### src/sv/dox_pkg.sv
// ----------------------------------------------------------------------------
// dox_pkg
// Shared constants and types for the DHCP option extractor.
// ----------------------------------------------------------------------------
package dox_pkg;

  localparam int unsigned ADDR_BYTES  = 4;
  localparam int unsigned HEADER_SKIP = 3;
  localparam int unsigned IDX_W       = $clog2(ADDR_BYTES + 1);
  localparam int unsigned FLAGS_W     = 4;

  localparam logic [7:0] TAG_MASK   = 8'd1;
  localparam logic [7:0] TAG_ROUTER = 8'd3;
  localparam logic [7:0] TAG_LEASE  = 8'd51;
  localparam logic [7:0] TAG_SERVER = 8'd54;
  localparam logic [7:0] TAG_END    = 8'hff;

  // found_flags bit positions
  localparam int unsigned FLAG_MASK   = 0;
  localparam int unsigned FLAG_ROUTER = 1;
  localparam int unsigned FLAG_SERVER = 2;
  localparam int unsigned FLAG_LEASE  = 3;

  typedef enum logic [4:0] {
    PH_HEADER = 5'b00001,
    PH_TAG    = 5'b00010,
    PH_LEN    = 5'b00100,
    PH_VALUE  = 5'b01000,
    PH_DONE   = 5'b10000
  } phase_e;

endpackage

### src/sv/dhcp_option_extractor.sv
// ----------------------------------------------------------------------------
// dhcp_option_extractor
// Walks a DHCP options field one byte per item and reports captured options.
// ----------------------------------------------------------------------------
// Input channel: in_valid_i / in_stall_o with opt_byte_i and
// start_of_options_i. Set start_of_options_i on the first options byte; it
// restarts the parse (captured values are kept, found flags are cleared).
// Offset 2 is kept as the message type; tag/length/value triples follow.
// Output channel: out_valid_o / out_stall_i. One item is produced on the
// end tag with the message type, mask, router, server id, lease and flags.
// Bytes after the end tag are dropped until the next start mark.
// Path: the end tag passes the input register, then the parse update loads
// the output register and raises out_valid_o; an output stall holds the
// end tag in the input register until the output register is free.
// Throughput: 1 byte per cycle while the output is not stalled; the parse
// state update is a single small step per byte.
// Stall: when the output register is full and stalled, the input register
// holds and in_stall_o rises, one item of buffering on the input side.
// Reset: asynchronous, clears the parse state, captured values and both
// valid flags.
// ----------------------------------------------------------------------------
module dhcp_option_extractor (
  input  logic        clk_i,
  input  logic        rst_ni,
  input  logic        in_valid_i,
  output logic        in_stall_o,
  input  logic [7:0]  opt_byte_i,
  input  logic        start_of_options_i,
  output logic        out_valid_o,
  input  logic        out_stall_i,
  output logic [7:0]  message_type_o,
  output logic [31:0] subnet_mask_o,
  output logic [31:0] router_address_o,
  output logic [31:0] server_identifier_o,
  output logic [31:0] lease_seconds_o,
  output logic [3:0]  found_flags_o
);

  localparam int unsigned IW = dox_pkg::IDX_W;

  // input register
  logic       s1_valid_q;
  logic [7:0] s1_byte_q;
  logic       s1_start_q;

  // parse state
  dox_pkg::phase_e phase_q, phase_d;
  logic [1:0]  hcount_q, hcount_d;
  logic [7:0]  tag_q, tag_d;
  logic [7:0]  left_q, left_d;
  logic [IW-1:0] idx_q, idx_d;
  logic [3:0]  seen_q, seen_d;
  logic [7:0]  type_q, type_d;
  logic [31:0] mask_q, mask_d;
  logic [31:0] router_q, router_d;
  logic [31:0] server_q, server_d;
  logic [31:0] lease_q, lease_d;
  logic        emit;

  // output register
  logic        out_valid_q;

  logic out_free;
  logic advance;

  // effective state after an optional start mark
  dox_pkg::phase_e ph_e;
  logic [1:0]  hc_e;
  logic [7:0]  tag_e;
  logic [7:0]  left_e;
  logic [IW-1:0] idx_e;
  logic [3:0]  seen_e;

  function automatic logic [31:0] put_addr(input logic [31:0] r,
                                           input logic [IW-1:0] idx,
                                           input logic [7:0] b);
    logic [31:0] res;
    res = r;
    if (idx < IW'(dox_pkg::ADDR_BYTES)) begin
      unique case (idx[1:0])
        2'd0:    res[31:24] = b;
        2'd1:    res[23:16] = b;
        2'd2:    res[15:8]  = b;
        default: res[7:0]   = b;
      endcase
    end
    return res;
  endfunction

  assign out_free   = !out_valid_q || !out_stall_i;
  assign advance    = s1_valid_q && out_free;
  assign in_stall_o = s1_valid_q && !out_free;

  always_ff @(posedge clk_i or negedge rst_ni) begin
    if (!rst_ni) begin
      s1_valid_q <= 1'b0;
    end else if (!in_stall_o) begin
      s1_valid_q <= in_valid_i;
    end
  end

  always_ff @(posedge clk_i) begin
    if (in_valid_i && !in_stall_o) begin
      s1_byte_q  <= opt_byte_i;
      s1_start_q <= start_of_options_i;
    end
  end

  always_comb begin
    if (s1_start_q) begin
      ph_e   = dox_pkg::PH_HEADER;
      hc_e   = '0;
      tag_e  = '0;
      left_e = '0;
      idx_e  = '0;
      seen_e = '0;
    end else begin
      ph_e   = phase_q;
      hc_e   = hcount_q;
      tag_e  = tag_q;
      left_e = left_q;
      idx_e  = idx_q;
      seen_e = seen_q;
    end

    phase_d  = ph_e;
    hcount_d = hc_e;
    tag_d    = tag_e;
    left_d   = left_e;
    idx_d    = idx_e;
    seen_d   = seen_e;
    type_d   = type_q;
    mask_d   = mask_q;
    router_d = router_q;
    server_d = server_q;
    lease_d  = lease_q;
    emit     = 1'b0;

    unique case (ph_e)
      dox_pkg::PH_HEADER: begin
        if (hc_e >= 2'(dox_pkg::HEADER_SKIP - 1)) begin
          type_d  = s1_byte_q;
          phase_d = dox_pkg::PH_TAG;
        end else begin
          hcount_d = hc_e + 2'd1;
        end
      end
      dox_pkg::PH_TAG: begin
        if (s1_byte_q == dox_pkg::TAG_END) begin
          phase_d = dox_pkg::PH_DONE;
          emit    = 1'b1;
        end else begin
          tag_d   = s1_byte_q;
          phase_d = dox_pkg::PH_LEN;
          if (s1_byte_q == dox_pkg::TAG_MASK)
            seen_d[dox_pkg::FLAG_MASK] = 1'b1;
          else if (s1_byte_q == dox_pkg::TAG_ROUTER)
            seen_d[dox_pkg::FLAG_ROUTER] = 1'b1;
          else if (s1_byte_q == dox_pkg::TAG_SERVER)
            seen_d[dox_pkg::FLAG_SERVER] = 1'b1;
          else if (s1_byte_q == dox_pkg::TAG_LEASE)
            seen_d[dox_pkg::FLAG_LEASE] = 1'b1;
        end
      end
      dox_pkg::PH_LEN: begin
        idx_d = '0;
        if (tag_e == dox_pkg::TAG_LEASE) begin
          lease_d = '0;
          // zero-length lease still eats one value byte
          left_d  = (s1_byte_q == 8'd0) ? 8'd1 : s1_byte_q;
        end else begin
          left_d  = s1_byte_q;
        end
        phase_d = (left_d == 8'd0) ? dox_pkg::PH_TAG : dox_pkg::PH_VALUE;
      end
      dox_pkg::PH_VALUE: begin
        if (tag_e == dox_pkg::TAG_MASK)
          mask_d = put_addr(mask_q, idx_e, s1_byte_q);
        else if (tag_e == dox_pkg::TAG_ROUTER)
          router_d = put_addr(router_q, idx_e, s1_byte_q);
        else if (tag_e == dox_pkg::TAG_SERVER)
          server_d = put_addr(server_q, idx_e, s1_byte_q);
        else if (tag_e == dox_pkg::TAG_LEASE)
          lease_d = {lease_q[23:0], s1_byte_q};
        // index only matters up to ADDR_BYTES, so it saturates there
        if (idx_e != IW'(dox_pkg::ADDR_BYTES)) begin
          idx_d = idx_e + IW'(1);
        end
        left_d = left_e - 8'd1;
        if (left_d == 8'd0) begin
          phase_d = dox_pkg::PH_TAG;
        end
      end
      dox_pkg::PH_DONE: begin
        phase_d = dox_pkg::PH_DONE;
      end
      default: begin
        phase_d = dox_pkg::PH_HEADER;
      end
    endcase
  end

  always_ff @(posedge clk_i or negedge rst_ni) begin
    if (!rst_ni) begin
      phase_q  <= dox_pkg::PH_HEADER;
      hcount_q <= '0;
      tag_q    <= '0;
      left_q   <= '0;
      idx_q    <= '0;
      seen_q   <= '0;
      type_q   <= '0;
      mask_q   <= '0;
      router_q <= '0;
      server_q <= '0;
      lease_q  <= '0;
    end else if (advance) begin
      phase_q  <= phase_d;
      hcount_q <= hcount_d;
      tag_q    <= tag_d;
      left_q   <= left_d;
      idx_q    <= idx_d;
      seen_q   <= seen_d;
      type_q   <= type_d;
      mask_q   <= mask_d;
      router_q <= router_d;
      server_q <= server_d;
      lease_q  <= lease_d;
    end
  end

  always_ff @(posedge clk_i or negedge rst_ni) begin
    if (!rst_ni) begin
      out_valid_q <= 1'b0;
    end else if (out_free) begin
      out_valid_q <= advance && emit;
    end
  end

  always_ff @(posedge clk_i) begin
    if (advance && emit) begin
      message_type_o      <= type_q;
      subnet_mask_o       <= mask_q;
      router_address_o    <= router_q;
      server_identifier_o <= server_q;
      lease_seconds_o     <= lease_q;
      found_flags_o       <= seen_e;
    end
  end

  assign out_valid_o = out_valid_q;

endmodule

### config.mk
export PLATFORM = sky130hd
export DESIGN_NAME = dhcp_option_extractor
export DESIGN_NICKNAME = d
export VERILOG_FILES = /design/src/sv/dox_pkg.sv /design/src/sv/dhcp_option_extractor.sv
export SDC_FILE = /design/constraint.sdc
export NUM_CORES = 1
export LEC_CHECK = 0
export BUFFER_PORTS_ARGS = -buffer_cell sky130_fd_sc_hd__clkbuf_2
export CAP_MARGIN = 20
export CORE_ASPECT_RATIO = 1.4
export CORE_MARGIN = 10
export CORE_UTILIZATION = 55
export CTS_BUF_LIST = sky130_fd_sc_hd__clkbuf_8
export CTS_CLUSTER_SIZE = 40
export DETAILED_ROUTE_END_ITERATION = 10
export GPL_ROUTABILITY_DRIVEN = 0
export PLACE_DENSITY = 0.79
export SKIP_CTS_REPAIR_TIMING = 1
export SLEW_MARGIN = 20
export SYNTH_ARGS = -nofsm -noshare
export SYNTH_HDL_FRONTEND = slang
export SYNTH_SLANG_ARGS = --single-unit
### constraint.sdc
create_clock -name clk_i -period 9.1 [get_ports clk_i]
set_input_delay 0.91 -clock clk_i [delete_from_list [all_inputs] [get_ports clk_i]]
set_output_delay 0.91 -clock clk_i [all_outputs]
set_load 0.05 [all_outputs]
* After elaboration in Yosys (flattened, before gate mapping)
Cells that the tools add are included.
** Cells by class
- Bitwise gates (word level) :: 3
- Reduce and logical (&&, ||, !) cells :: 29
- Multiplexer cells :: 38
- Add/sub/neg operators :: 3
- Equality and inequality tests :: 22
- Magnitude comparators :: 2
** Operator list (number)
- 32-bit 2-to-1 mux :: 5
- 32-bit case mux with 2 select lines :: 1
- 8-bit 2-to-1 mux :: 7
- 7-bit AND reduction :: 5
- 8-bit by 6-bit == test with 1-bit output, second input constant :: 4
- 5-bit case mux with 5 select lines :: 1
- 8-bit logical NOT :: 3
- 6-bit AND reduction :: 4
- 5-bit 2-to-1 mux :: 4
- 5-bit AND reduction :: 4
- 8-bit by 1-bit == test with 1-bit output, second input constant :: 2
- 8-bit by 2-bit == test with 1-bit output, second input constant :: 2
- 4-bit 2-to-1 mux :: 4
- 8-bit case mux with 2 select lines :: 1
- 2-bit inequality test, second input constant :: 5
- 3-bit 2-to-1 mux :: 3
- 8-bit == test, second input constant :: 1
- 2-bit 2-to-1 mux :: 4
- 8-bit by 1-bit subtractor with 8-bit output, second input constant :: 1
- 1-bit 2-to-1 mux :: 7
- 3-bit case mux with 2 select lines :: 1
- 5-bit by 1-bit == test with 1-bit output, second input constant :: 1
- 5-bit by 2-bit == test with 1-bit output, second input constant :: 1
- 5-bit by 3-bit == test with 1-bit output, second input constant :: 1
- 17 further kinds :: 25
** Storage, ports and cells
- Bits of input ports :: 13
- Word-level logic and storage cells :: 127
- Output and inout bits :: 142
- Register bits :: 317

* Longest topological paths before layout
- Depth in word-level cells :: 7
- Gate-level depth with buffers :: 8
- Mapped depth without buffers :: 7

* Worst setup path after synthesis
Ideal clock, no wire load.
- Path kind :: input-to-reg
- Start :: input out_stall_i
- End :: register found_flags_o[0] (enable)
- Buffers on the path :: 2
- Arrival :: 4.432 ns
- Stages :: 6
- Library setup time :: 0.492 ns
- Data required time :: 8.608 ns
- Setup slack :: 4.176 ns
- Path through :: nand2_1 > and2_1 > clkbuf_1 > clkbuf_1 > nand4_1 > inv_1
** Between the ends
- Longest elaborated chain between the ends :: 4
** RTL lines
- start: declaration :: line dhcp_option_extractor.sv:30 : input logic out_stall_i,
- 1-bit logical NOT :: line dhcp_option_extractor.sv:90 : assign out_free = !out_valid_q || !out_stall_i;
- 1-bit logical OR :: line dhcp_option_extractor.sv:90
- 1-bit logical AND :: line dhcp_option_extractor.sv:91 : assign advance = s1_valid_q && out_free;
- 1-bit logical AND :: line dhcp_option_extractor.sv:240 : if (advance && emit) begin
- end signal: assignment :: line dhcp_option_extractor.sv:246 : found_flags_o <= seen_e;
- end: declaration :: line dhcp_option_extractor.sv:36 : output logic [3:0] found_flags_o
Every way passes these cells.
A chain may end at the register's enable or synchronous reset.

* Worst setup path in the final report
- Start :: register s1_byte_q[4]
- End :: register subnet_mask_o[8] (enable)
** Between the ends
- Longest elaborated chain between the ends :: 4
** RTL lines
- start: declaration :: line dhcp_option_extractor.sv:43 : logic [7:0] s1_byte_q;
- start signal: assignment :: line dhcp_option_extractor.sv:104 : s1_byte_q <= opt_byte_i;
- 8-bit == test :: line dhcp_option_extractor.sv:149 : if (s1_byte_q == dox_pkg::TAG_END) begin
- 1-bit 2-to-1 mux :: line dhcp_option_extractor.sv:149
- 1-bit 2-to-1 mux :: line dhcp_option_extractor.sv:139 : unique case (ph_e)
- 1-bit logical AND :: line dhcp_option_extractor.sv:240
- end signal: assignment :: line dhcp_option_extractor.sv:242 : subnet_mask_o <= mask_q;
- end: declaration :: line dhcp_option_extractor.sv:32 : output logic [31:0] subnet_mask_o,
Every way passes these cells.

==> summary.md <==
| Metric | Value |
|---|---|
| Fmax | ~300 MHz |
| Peak supply drop | 0.000118 V |
| Routed wire length | 24,100 um |
| Asr flop ratio synth | 0.530 |
| MaxCap Viol Count | 0 |
| Cell Rows | 63 |
| Dpl hpwl | between 15,000 and 20,000 um |
| Met2 usage | 0.310 |
| WP data arrival | approximately 3600 ps |
| Clk slew on worst S/H paths | ~60 ps |
| Clock Root Buffer | clkbuf_8 |
| IO Count | between 150 and 200 |
| DR pass1 iterations | 5 |
| CP Max Fanout | 87 |
| Gr busiest metal | met2 |
| Antenna Cells | 0 |
| Final net count | between 900 and 1,000 |
| Vias per cell | around 5.5 |
| Synth top cells by count | dfrtp_1 (167), edfxtp_1 (149), mux2_2 (99), nand2_1 (95), o21ai_0 (47) |
| Core area | 21,000 um^2 |
| Max H-tree Level | 2 |
| Worst Path Required | 9260 ps |
| Post-Route Setup TNS | 0 ps |
| Max Root-Sink Buffers | 3 |
| Avg Cell Area, Syn | around 16 um^2 |
| Critical path destination | subnet_mask_o[8] |
| Tcrit/Tclk final | 0.376 |
| Synth top area share | 0.383 |
| Iter 0 DRT Violations | around 530 |
| Most common cell in the netlist | dfrtp_1 |
| Critical path origin | s1_byte_q[4] |
| Area contributors post-synth | edfxtp_1 (38%), dfrtp_1 (36%), mux2_2 (9.5%), nand2_1 (3.1%), o21ai_0 (2.0%) |
| Pre-CTS setup slack | ~5300 ps |
| R2R Setup Slk | between 5000 and 6000 ps |
| Vias post-DR | ~6,600 |
| Critical Path End Type | flip-flop |
| Final ANT Viol Nets | 0 |
| M3 GR Usage | 0.0352 |
| PD cells | 200 nW/um^2 |
| Die span in x | ~140 um |
| Yosys Warn Count | 0 |
| Clk_skew | roughly 15 ps |
| Post-DP Area | 12,700 um^2 |
| Post-Syn Nets | about 770 |
| Share of layout cells above drive strength 1 | 0.356 |
| IO Port Bufs | 154 |
| Global route overflow | 0 |
| Crit path time final | around 3400 ps |
| First-pass GRT wire length | 38,100 um |
| Largest net degree at the start of global routing | between 100 and 150 |
| Cell area after layout | between 10,000 and 15,000 um^2 |
| Critical path class | flip-flop to flip-flop |
| Clk_lat worst skew | 540 ps |
| Die height | just under 200 um |
| CTS sink count | between 300 and 400 |
| Initial Utilization | 0.555 |
| Syn Inst Count | about 750 |
| Worst slew pin tran | around 950 ps |
| Largest stage delay, worst path | around 930 ps |
| Routed length per instance | approximately 20 um |
| Largest area contributor in the netlist | edfxtp_1 |
| Post-synthesis sequential area ratio | 0.742 |
| Vias in the first global route | around 7,000 |
| Post-synthesis cell type count | between 50 and 60 |
| Worst r2r dst | subnet_mask_o[8] |
| Hold Fails Final Rpt | 0 |
| Antenna violations before repair | 0 |
| Final core occ | 0.646 |
| Worst setup margin | about 5700 ps |
| Startpoint class of the critical path | flip-flop |
| Slew HR | 0.364 |
| DIE AREA | approximately 28,000 um^2 |
| Leak pwr | between 0.006 and 0.007 uW |
| Synthesized area | 11,700 um^2 |
| Main synth FF type | dfrtp_1 |
| R2r worst-path depth | 5 |
| DRC | 0 |
| Tot GR Track Use | 0.176 |
| Number of synthesized flops with an enable pin | ~150 |
| Hold/Removal Path Class | flip-flop to flip-flop |
| Fill count | between 1,000 and 1,500 |
| CP Cell Sequence | nand3_1, nor3_1, nand4_1, inv_6, buf_6 |
| #FFs+latches synth | 317 |
| RSZ-0062 raised after global routing | false |
| Routing usage on met1 | 0.208 |
| CTS tree | done |
| Status | finished clean |
| Area of the multi-input gates | approximately 2900 um^2 |
| Final setup viols | 0 |
| Reg area | about 8700 um^2 |
| Max-slew violations | 0 |
| Reg2reg start | s1_byte_q[4] |
| CTS buffer count | between 40 and 50 |
| Layout area overhead | 16.2% |
| Slowest stage cell, crit path | edfxtp_1 |
## stage by stage
step	hold slack, ps	power, uW	instances
after floorplan	418	1640	749
after global placement	425	1690	1132
after detailed placement	428	1700	1132
after CTS	424	2750	1211
after global routing	445	2830	1211
final	431	2720	1211
## state kept, by name, indices dropped and copies added (netlist names), 32 cells and up
register and cells:
lease_q 32, lease_seconds_o 32, mask_q 32, router_address_o 32, router_q 32, server_identifier_o 32
server_q 32, subnet_mask_o 32
## power by group
part	internal (uW)	switching [uW]	total (uW)
clock network	560	491	1050
logic	42.6	59.0	102
registers	1530	35.3	1570
total	2130	586	2720
## kinds of logic (layout without fill, tap and decap cells)
group,Yosys count,in the layout,synth area share
buffers and inverters,45,247,0.0155
XOR/XNOR,4,4,0.00300
AND/OR/NAND/NOR,180,180,0.0827
multiplexers,106,106,0.102
AO/OA/AOI/OAI,91,91,0.0480
flip-flops,317,317,0.742
adder cells (fa/ha/maj),6,6,0.00642
## cell usage in the layout, fill, tap and decap left out, drive strengths merged, types with 2 or more instances in the layout
master | netlist | layout
nand2b | 2 | 2
o21ai | 48 | 48
and3 | 2 | 2
xor2 | 2 | 2
bufinv | 0 | 2
clkbuf | 35 | 204
mux2 | 104 | 104
dfrtp | 167 | 167
a31oi | 2 | 2
inv | 5 | 25
nand4b | 2 | 2
nor4 | 5 | 5
nor3 | 12 | 12
o31ai | 2 | 2
edfxtp | 149 | 149
a221o | 2 | 2
nor2 | 31 | 31
or4b | 2 | 2
nand3 | 8 | 8
a21o | 3 | 3
nand4 | 2 | 2
a22oi | 4 | 4
and2 | 3 | 3
nand2 | 95 | 95
or4 | 3 | 3
or3b | 2 | 2
nor4b | 3 | 3
xnor2 | 2 | 2
mux2i | 2 | 2
clkinv | 1 | 8
buf | 4 | 8
a21oi | 11 | 11
or3 | 2 | 2
ha | 6 | 6
nor2b | 4 | 4
a22o | 9 | 9
## layer usage
layer / vias to the layer above / wire [um]
met5: - / 0
met3: 51 / 1350
li1: 3047 / -
met2: 216 / 12800
met1: 3309 / 9370
met4: 0 / 631
## cell type report
cell class              instances  area share
inverters                       6     0.00203
repair buffers                162      0.0621
flip-flops and latches        317       0.639
well taps                     260      0.0239
clock inverters                29      0.0128
multi-input cells             387       0.210
clock buffers                  50      0.0506
## critical path: cells and delay by family (launching register included)
family | cells | cell delay [ps]
DFF | 1 | 930
buffers and inverters | 2 | 1140
and+or+nand+nor | 3 | 860
## how the worst min path moves through the flow
stage	slack (ps)	from	end	depth (start not counted)
floorplan	420	router_q[11]	router_address_o[11]	0
global placement	430	mask_q[2]	subnet_mask_o[2]	0
detailed placement	430	server_q[0]	server_identifier_o[0]	0
CTS	420	server_q[0]	server_identifier_o[0]	0
global route	450	mask_q[12]	subnet_mask_o[12]	0
finish	430	server_q[12]	server_identifier_o[12]	0
(Power assumes the default switching activity.)
